**src/design/ncc_pkg.sv**
```systemverilog
// ----------------------------------------------------------------------------
// Nearest-center classifier package
// Shared widths, codes and types for the controller and the datapath.
// ----------------------------------------------------------------------------
package ncc_pkg;

    localparam int ELEM_BITS  = 16;
    localparam int N_ELEMS    = 9;
    localparam int SLOT_W     = 4;
    localparam int NUMC_W     = 5;
    localparam int IDX_OUT_W  = 4;
    localparam int MAG_W      = ELEM_BITS;
    localparam int SQ_W       = 2 * MAG_W;
    localparam int PSUM_W     = SQ_W + 2;
    localparam int DIST_W     = 36;
    localparam int S_TDATA_W  = 152;
    localparam int M_TDATA_W  = IDX_OUT_W + DIST_W;
    localparam int APB_AW     = 3;
    localparam int APB_DW     = 32;

    localparam logic FUNC_LOAD       = 1'b0;
    localparam logic FUNC_CLASSIFY   = 1'b1;
    localparam logic REG_NUM_CENTERS = 1'b0;

    typedef logic [N_ELEMS-1:0][ELEM_BITS-1:0] t_elem_vec;

    typedef enum logic [1:0] {
        ST_IDLE,
        ST_ISSUE,
        ST_DRAIN,
        ST_OUT
    } t_state;

    typedef struct packed {
        logic start;
        logic load_we;
        logic issue;
        logic push;
    } t_dp_cmd;

    typedef struct packed {
        logic pipe_busy;
        logic out_free;
    } t_dp_stat;

endpackage

```
**src/design/ncc_ctrl.sv**
```systemverilog
// ----------------------------------------------------------------------------
// Nearest-center classifier controller
// Accepts requests, sequences center reads and hands results to the output.
// ----------------------------------------------------------------------------
module ncc_ctrl #(
    parameter int MAX_CENTERS = 16,
    parameter int IDX_W       = 4,
    parameter int CNT_W       = 5
) (
    input  logic                     i_clk,
    input  logic                     i_rst_n,
    input  logic                     i_s_tvalid,
    input  logic                     i_func,
    input  logic [ncc_pkg::SLOT_W-1:0] i_slot,
    input  logic [ncc_pkg::NUMC_W-1:0] i_num_centers,
    input  ncc_pkg::t_dp_stat        i_stat,
    output logic                     o_s_tready,
    output ncc_pkg::t_dp_cmd         o_cmd,
    output logic [IDX_W-1:0]         o_rd_addr,
    output logic [IDX_W-1:0]         o_wr_addr
);
    import ncc_pkg::*;

    t_state           r_state, n_state;
    logic [CNT_W-1:0] r_cnt, n_cnt;
    logic [CNT_W-1:0] r_limit, n_limit;
    logic             w_accept;
    logic             w_slot_ok;

    assign w_accept  = i_s_tvalid && (r_state == ST_IDLE);
    assign w_slot_ok = ({{(32 - SLOT_W){1'b0}}, i_slot} < 32'(MAX_CENTERS));
    assign o_rd_addr = r_cnt[IDX_W-1:0];
    assign o_wr_addr = IDX_W'(i_slot);

    always_ff @(posedge i_clk) begin
        if (!i_rst_n) begin
            r_state <= ST_IDLE;
            r_cnt   <= '0;
            r_limit <= '0;
        end else begin
            r_state <= n_state;
            r_cnt   <= n_cnt;
            r_limit <= n_limit;
        end
    end

    // Next state, center counter and search length.
    always_comb begin
        n_state = r_state;
        n_cnt   = r_cnt;
        n_limit = r_limit;
        case (r_state)
            ST_IDLE: begin
                if (w_accept && i_func == FUNC_CLASSIFY) begin
                    n_state = ST_ISSUE;
                    n_cnt   = '0;
                    if ({{(32 - NUMC_W){1'b0}}, i_num_centers} > 32'(MAX_CENTERS)) begin
                        n_limit = CNT_W'(MAX_CENTERS);
                    end else begin
                        n_limit = CNT_W'(i_num_centers);
                    end
                end
            end
            ST_ISSUE: begin
                if (r_cnt < r_limit) begin
                    n_cnt = r_cnt + CNT_W'(1);
                end else begin
                    n_state = ST_DRAIN;
                end
            end
            ST_DRAIN: begin
                if (!i_stat.pipe_busy) begin
                    n_state = ST_OUT;
                end
            end
            ST_OUT: begin
                if (i_stat.out_free) begin
                    n_state = ST_IDLE;
                end
            end
            default: begin
                n_state = ST_IDLE;
            end
        endcase
    end

    always_comb begin
        o_s_tready    = 1'b0;
        o_cmd         = '0;
        case (r_state)
            ST_IDLE: begin
                o_s_tready    = 1'b1;
                o_cmd.start   = w_accept && i_func == FUNC_CLASSIFY;
                o_cmd.load_we = w_accept && i_func == FUNC_LOAD && w_slot_ok;
            end
            ST_ISSUE: begin
                o_cmd.issue = r_cnt < r_limit;
            end
            ST_DRAIN: begin
                o_cmd = '0;
            end
            ST_OUT: begin
                o_cmd.push = i_stat.out_free;
            end
            default: begin
                o_cmd = '0;
            end
        endcase
    end

    a_issue_in_range: assert property (@(posedge i_clk) disable iff (!i_rst_n)
        o_cmd.issue |-> (r_cnt < r_limit && r_limit <= CNT_W'(MAX_CENTERS)))
        else $error("center read issued beyond the search length");

    a_push_after_drain: assert property (@(posedge i_clk) disable iff (!i_rst_n)
        o_cmd.push |-> (!i_stat.pipe_busy && $past(r_state) != ST_ISSUE))
        else $error("result pushed while distances are still in flight");

    a_start_leaves_idle: assert property (@(posedge i_clk) disable iff (!i_rst_n)
        o_cmd.start |=> (r_state == ST_ISSUE && r_cnt == '0))
        else $error("classify request did not start the search");

    a_single_request: assert property (@(posedge i_clk) disable iff (!i_rst_n)
        (r_state != ST_IDLE) |-> (!o_s_tready && !o_cmd.load_we && !o_cmd.start))
        else $error("request taken while a search is running");

endmodule

```
**config.mk**
```make
export PLATFORM = sky130hd
export DESIGN_NAME = ncc_ctrl
export DESIGN_NICKNAME = d
export VERILOG_FILES = /design/src/design/ncc_pkg.sv /design/src/design/ncc_ctrl.sv
export SDC_FILE = /design/constraint.sdc
export NUM_CORES = 1
export LEC_CHECK = 0
export BUFFER_PORTS_ARGS = -buffer_cell sky130_fd_sc_hd__buf_4
export CAP_MARGIN = 20
export CORE_MARGIN = 2
export CORE_UTILIZATION = 48
export CTS_CLUSTER_SIZE = 30
export DETAILED_ROUTE_END_ITERATION = 10
export PLACE_DENSITY_LB_ADDON = 0.3
export SLEW_MARGIN = 20
export SYNTH_ARGS = -nofsm -noshare
export SYNTH_HDL_FRONTEND = slang
export SYNTH_SLANG_ARGS = --single-unit
```
**constraint.sdc**
```tcl
create_clock -name i_clk -period 2.4 [get_ports i_clk]
set_clock_uncertainty 0.15 [all_clocks]
set_input_delay 0 -clock i_clk [delete_from_list [all_inputs] [get_ports i_clk]]
set_output_delay 0 -clock i_clk [all_outputs]
set_load 0.05 [all_outputs]
```
# ---- Word-level counts from Yosys, hierarchy flattened
# Index checks and enable logic that the tools add are counted.
# W data, S select, Z words.
dict set report totals {
  ff_bits 12
  input_bits 15
  word_cells 36
}
dict set report op_classes {
  eq_ne 8
  magnitude_cmp 2
  bitwise 1
  reduce_logical 8
  n_mux 13
  addsub 1
}
# op count
set op_table {}
lappend op_table {{$mux W5} 3}
lappend op_table {{$mux W2} 5}
lappend op_table {{$pmux W5 S2} 1}
lappend op_table {{$ne A2 B2 Y1 const B} 4}
lappend op_table {{$pmux W2 S4} 1}
lappend op_table {{$add A5 B1 Y5 const B} 1}
lappend op_table {{$gt A5 B5 Y1 const B} 1}
lappend op_table {{$lt A5 B5 Y1} 1}
lappend op_table {{$eq A2 B2 Y1 const B} 2}
lappend op_table {{$reduce_and A4 Y1} 1}
lappend op_table {{$logic_and A1 B1 Y1} 3}
lappend op_table {{$mux W1} 3}
lappend op_table {{$reduce_and A3 Y1} 1}
lappend op_table {{$eq A2 B1 Y1 const B} 1}
lappend op_table {{$logic_not A2 Y1} 1}
lappend op_table {{$ne A2 B1 Y1 const B} 1}
lappend op_table {{$reduce_and A2 Y1} 1}
lappend op_table {{$reduce_bool A2 Y1} 1}
lappend op_table {{$not A1 Y1} 1}

# ---- Logic depth before layout (Yosys ltp)
# Gate-level depths: netlist (run 1).
dict set report depth {
  ltp_word 5
  depth_mapped 7
  ltp_nobuf 7
}

# ---- Least setup slack after synthesis (run 1)
# OpenSTA, ideal clock, no wires.
dict set report synth_timing {
  path_type {register to register}
  start {reg r_state[0]}
  end {reg r_cnt[3]}
  arrival_ps 1882
  stages_incl_launch_ff 8
  path_slack_ps 247
  period_less_slack_ps 2153
  setup_time_ps 122
  t_required_ps 2128
  path_cell_list {dfxtp_1 > inv_1 > ha_1 > a21boi_2 > a2111oi_1 > a211oi_1 > o21ai_1 > o31ai_1}
}
dict set report synth_via {
  elab_chain_len 5
  elab_cells_between_ends 9
  cone_classes {eq/ne: 3; mux: 1; reduce/logical: 5}
}
# item line_no
set synth_rtl {}
lappend synth_rtl {{start, declared} ncc_ctrl.sv:24} ;# t_state r_state, n_state;
lappend synth_rtl {{start signal, assigned} ncc_ctrl.sv:41} ;# r_state <= n_state;
lappend synth_rtl {{$logic_not A2 Y1} {ncc_ctrl.sv:30, ncc_ctrl.sv:52}}
lappend synth_rtl {{$logic_and A1 B1 Y1} ncc_ctrl.sv:30} ;# assign w_accept = i_s_tvalid && (r_state == ST_IDLE);
lappend synth_rtl {{$logic_and A1 B1 Y1} ncc_ctrl.sv:54} ;# if (w_accept && i_func == FUNC_CLASSIFY) begin
lappend synth_rtl {{$ne A2 B1 Y1 (no source line)} -}
lappend synth_rtl {{$reduce_and A3 Y1 (no source line)} -}
lappend synth_rtl {{end signal, assigned} ncc_ctrl.sv:42} ;# r_cnt <= n_cnt;
lappend synth_rtl {{end, declared} ncc_ctrl.sv:25} ;# logic [CNT_W-1:0] r_cnt, n_cnt;
# Parallel ways exist; a longest one is shown, timed or not.
# A chain may end at the register's enable or synchronous reset.

# ---- Worst setup path after layout (run 1)
# Same ends and word-level chain as after synthesis.

==> results.cfg, run 1 <==
[floorplan]
io_pins = 28
fp-row-count = 14
die_h_um = 45.4
coreArea_um2 = 1560
dieArea_um2 = 2070
start_util_pct = 52.9
die_w_um = 45.4

[routing]
via_per_inst = 5.40
drtIter0Drc = 14
drc = 0
vias = 756
met1Wirelength_um = 770
routed_wirelength_mm = 1.65
dr_wl_met2_um = 771
ant_nets = 0
dr_wl_met3_um = 78
dr.pass1.iters = 3
wl_per_cell_um = 11.8
top_layer = met4

[clocking]
cts_tree = done
cts.clk_slew.worst_paths_ns = 0.08
clk_latency_ns = 0.28
cts.repair.resized = 0
cts_sinks = 12
clockBufferDepth = 2
ctsRootBufferMaster = clkbuf_4
post_cts_buffers = 0
cts_buffers = 3
htree_levels = 1
hold_buffers = 9

[cells_and_area]
nets = 150
antennaDiodeCount = 0
nFillCells = 135
area_growth_pct = 27.8
final_cell_area_um2 = 1050
fin_util_pct = 67.6
drive_above_1_share_pct = 21.0
final_cell_mix = buf_4, dfxtp_1, nor2_1
mostFrequentLayoutCell = buf_4

[place]
place_ws_ns = 0.327
portBuffers = 19
placed_cell_area_um2 = 927
gp_congestion = 0.741
hpwl_mm = 1.25

[global_routing]
antenna_found_initial = 0
grt_pass1_vias = 661
grt_pass1_wl_mm = 2.62
track_usage_pct = 18.3
grt_max_degree = 11
globalRouteOverflowTotal = 0

[synth]
syn_area_um2 = 825
synth_seq_cells = 12
syn_area_per_cell_um2 = 8.25
netlist.area_leader.share_pct = 29.1
synth_cell_types = 27
ys_seq_area_share_pct = 29.1
synth_area_leaders = dfxtp_1, ha_1, buf_4
syn_nets = 125
synth.largest_area_cell = dfxtp_1
synth_warnings = 0
synth-edff-count = 0
synthArstFlopShare_pct = 0
synth_cells = 100
ys.flop_type = dfxtp_1

[worst_setup_path]
end_kind = flop
crit_path_cell_trace = inv_1 -> ha_1 -> a21boi_2 -> a2111oi_1 -> a211oi_1 -> o21ai_1 -> o31ai_1
arrival_ns = 2.10
start_kind = flop
required_ns = 2.42
path_class = flop to flop
slowest_stage = a2111oi_1
slowest_delay_ns = 0.43
critical_path.max_fanout = 5

[timing]
slew_viol_final = 0
timing.slew.headroom_pct = 66.1
layout_min_cycle_time_ns = 2.09
fin_ws_ns = 0.314
tightest_slew_ns = 0.507
finalCritPeriodShare_pct = 86.9
finalSetupTns_ns = 0
timing.fmax_mhz = 479
holdWs_ns = -0.00364
hold_viol = 1
rsz0062_at_grt = no
setup_viol = 0

[job]
maxCapViolCount = 0

[hold_path]
hold_class = input port to flop

[power_and_ir_drop]
p_leak_uw = 0.000479
p_per_area_nw_per_um2 = 816
peakVddDrop_v = 0.000804

[run_status]
violations = hold timing
outcome = complete, but fails checks
==> kinds of logic after synthesis <==
kind of cell,after synthesis,share of synthesized area [%]
flip-flops,12,29.1
multiplexers,1,1.21
AND/OR/NAND/NOR,32,19.3
buffers and inverters,18,11.8
AO/OA/AOI/OAI,27,23.4
adder cells (fa/ha/maj),10,15.2
==> Yosys cell counts, types with 3 or more instances <==
cell,number
buf_4,8
inv_1,10
nand3_1,6
nor2_1,11
a21oi_1,5
ha_1,10
nand2_1,4
nor3b_1,4
o21ai_1,4
a211oi_1,3
o31ai_1,3
dfxtp_1,12
==> area by class of cell <==
class                      instances  area, um^2  share of cell area [%]
clock buffer                       4        36.3                    3.44
inverter                          10        37.5                    3.56
multi-input combinational         70         487                    46.2
sequential                        12         240                    22.8
tap                               16        20.0                    1.90
timing repair buffer              28         233                    22.1
==> power breakdown <==
group          switching [uW]  total (uW)  internal, uW
clock network            72.8         165          92.4
logic                     292         457           166
registers                16.0         237           221
total                     381         860           479
==> routing by layer <==
metal	up-vias	track usage [%]
met5	-	0
li1	397	-
met4	0	8.82
met3	4	5.95
met2	20	30.7
met1	335	20.6
==> flip-flops by register name (all words and copies together) (netlist names) <==
name     cells
r_cnt        5
r_limit      5
r_state      2
==> path summary, 6_finish.rpt <==
path,depth (start not counted),from,endpoint,slack [ns]
setup / recovery,7,r_state[0]$_SDFFE_PN0P_,r_cnt[3]$_SDFFE_PN0P_,0.31
hold / removal,4,i_num_centers[0],r_limit[0]$_SDFFE_PN0P_,-0.004
setup reg to reg,7,r_state[0]$_SDFFE_PN0P_,r_cnt[3]$_SDFFE_PN0P_,0.31
hold reg to reg,2,r_limit[4]$_SDFFE_PN0P_,r_limit[4]$_SDFFE_PN0P_,0.35
==> per-stage QoR <==
step,cells,total power (uW)
CTS,140,863
global placement,127,662
floorplan,100,590
finish,140,860
detailed placement,127,674
global route,140,912
==> worst max-delay path: cells and delay by family, from the launching register on <==
family                   cells  cell delay, ns
buffers and inverters        1            0.09
adder cells (fa/ha/maj)      1            0.26
AO/OA/AOI/OAI                5            1.10
flip-flops                   1            0.37
(Power assumes the default switching activity.)
==> run 2: changes to the inputs <==
CAP_MARGIN = 15   (was 20)
HOLD_SLACK_MARGIN = 0.12   (was default)
==> run 2 against run 1 <==
  * The run now ends clean
  * Sequential share of layout area is 1.0 points lower
  * Sequential cell count stayed put
  * Count of clock-buffer cells in the layout stayed put
  * Register-to-register slack worse by 0.097 ns
  * Combinational power is 4.6% higher
  * Critical path type unchanged
  * Largest power group unchanged
  * Non-clock buffer count is 5 higher
  * Utilization is 3.2 points higher
  * Worst hold slack better by 0.17 ns
  * Highest routed layer unchanged
  * Power is 2.4% higher
==> results.cfg, run 2 (synthesis results as in run 1) <==
[power_and_ir_drop]
p_per_area_nw_per_um2 = 798
switchingPower_uw = 386
peakVddDrop_v = 0.000818
p_comb_share_pct = 54.3
p_leak_uw = 0.000500
seq_power_share_pct = 26.9
internal-power_uw = 494
power.share.clock_pct = 18.8
swShare_pct = 43.9

[worst_setup_path]
r2r_setup_slack_ns = 0.22
arrival_ns = 2.23
start_kind = flop
end_kind = flop
required_ns = 2.44
critical_path.max_fanout = 5
path_class = flop to flop

[cells_and_area]
final_cell_mix = buf_4, dlygate4sd3_1, dfxtp_1
nFillCells = 128
mostFrequentLayoutCell = buf_4
fin_util_pct = 70.8
area_growth_pct = 33.8
final_cell_area_um2 = 1100
reg.largest.list = r_cnt: 5 flops, r_limit: 5 flops, r_state: 2 flops
nets = 155
drive_above_1_share_pct = 20.2
antennaDiodeCount = 0

[routing]
wl_per_cell_um = 12.5
drc = 0
dr.pass1.iters = 4
dr_wl_met3_um = 104
top_layer = met4
met1Wirelength_um = 810
via_per_inst = 5.43
ant_nets = 0
vias = 787
routed_wirelength_mm = 1.81
drtIter0Drc = 14
dr_wl_met2_um = 860

[timing]
timing.slew.headroom_pct = 66.1
finalCritPeriodShare_pct = 91.0
setup_viol = 0
rsz0062_at_grt = no
hold_viol = 0
tightest_slew_ns = 0.508
slew_viol_final = 0
layout_min_cycle_time_ns = 2.18
holdWs_ns = 0.167
finalSetupTns_ns = 0
timing.fmax_mhz = 458

[global_routing]
grt_max_degree = 11
grt_pass1_wl_mm = 2.86
globalRouteOverflowTotal = 0
antenna_found_initial = 0
track_usage_pct = 19.9
grt_pass1_vias = 702

[floorplan]
coreArea_um2 = 1560
fp-row-count = 14
dieArea_um2 = 2070
io_pins = 28
die_h_um = 45.4
start_util_pct = 52.9
die_w_um = 45.4

[clocking]
htree_levels = 1
clockBufferDepth = 2
post_cts_buffers = 0
cts_tree = done
cts.repair.resized = 0
cts.clk_slew.worst_paths_ns = 0.08
clk_latency_ns = 0.28
cts_sinks = 12
cts_buffers = 3
ctsRootBufferMaster = clkbuf_4

[place]
portBuffers = 19
gp_congestion = 0.741
placed_cell_area_um2 = 927
hpwl_mm = 1.25

[run_status]
outcome = finished, final reports clean

[hold_path]
hold_class = input port to output port

[job]
maxCapViolCount = 0
## run 2: cell count changes in the layout (fill, tap and decap cells not counted)
cell,previous run,this run
dlygate4sd3_1,9,14
## run 2: cell type report
| cell class | count | area (um^2) | share of cell area, % |
|---|---|---|---|
| inverter | 10 | 37.5 | 3.40 |
| timing repair buffer | 33 | 283 | 25.6 |
| multi-input combinational | 70 | 487 | 44.1 |
| tap | 16 | 20.0 | 1.81 |
| clock buffer | 4 | 36.3 | 3.29 |
| sequential | 12 | 240 | 21.8 |
## run 2: timing repair
item | CTS | global route
hold endpoints to repair | 16 | 0
setup endpoints to repair | 0 | 0
hold buffers | 14 | 0
## run 2: worst max-delay path, cell delays in order (launching register included)
cell and delay [ns]:
dfxtp_1 0.38, inv_1 0.09, ha_1 0.26, a21boi_2 0.20, dlygate4sd3_1 0.57, nor2_1 0.14, nand2_2 0.10, o31ai_1 0.22
## run 2: metrics by stage
stage / power (uW) / setup WS (ns) / std cells
floorplan: 590 / 0.247 / 100
global placement: 662 / 0.416 / 127
detailed placement: 674 / 0.327 / 127
CTS: 881 / 0.220 / 145
global route: 935 / 0.112 / 145
finish: 881 / 0.216 / 145
## run 2: worst paths after layout
kind,cells after the start,start,endpoint
max,7,r_state[0]$_SDFFE_PN0P_,r_cnt[3]$_SDFFE_PN0P_
max reg2reg,7,r_state[0]$_SDFFE_PN0P_,r_cnt[3]$_SDFFE_PN0P_
min,3,i_func,o_cmd[2]
min reg2reg,2,r_limit[4]$_SDFFE_PN0P_,r_limit[4]$_SDFFE_PN0P_
## run 2: power groups by stage
stage / registers, uW / logic (uW) / clock network (uW)
after floorplan: 239 / 351 / 0
after global placement: 241 / 421 / 0
after detailed placement: 242 / 431 / 0
after CTS: 238 / 476 / 167
after global routing: 240 / 522 / 173
final: 237 / 478 / 165
## run 2: metal layers
metal,up-vias,global-route usage [%]
li1,408,-
met1,351,22.1
met2,24,34.4
met3,4,6.35
met4,0,8.82
met5,-,0
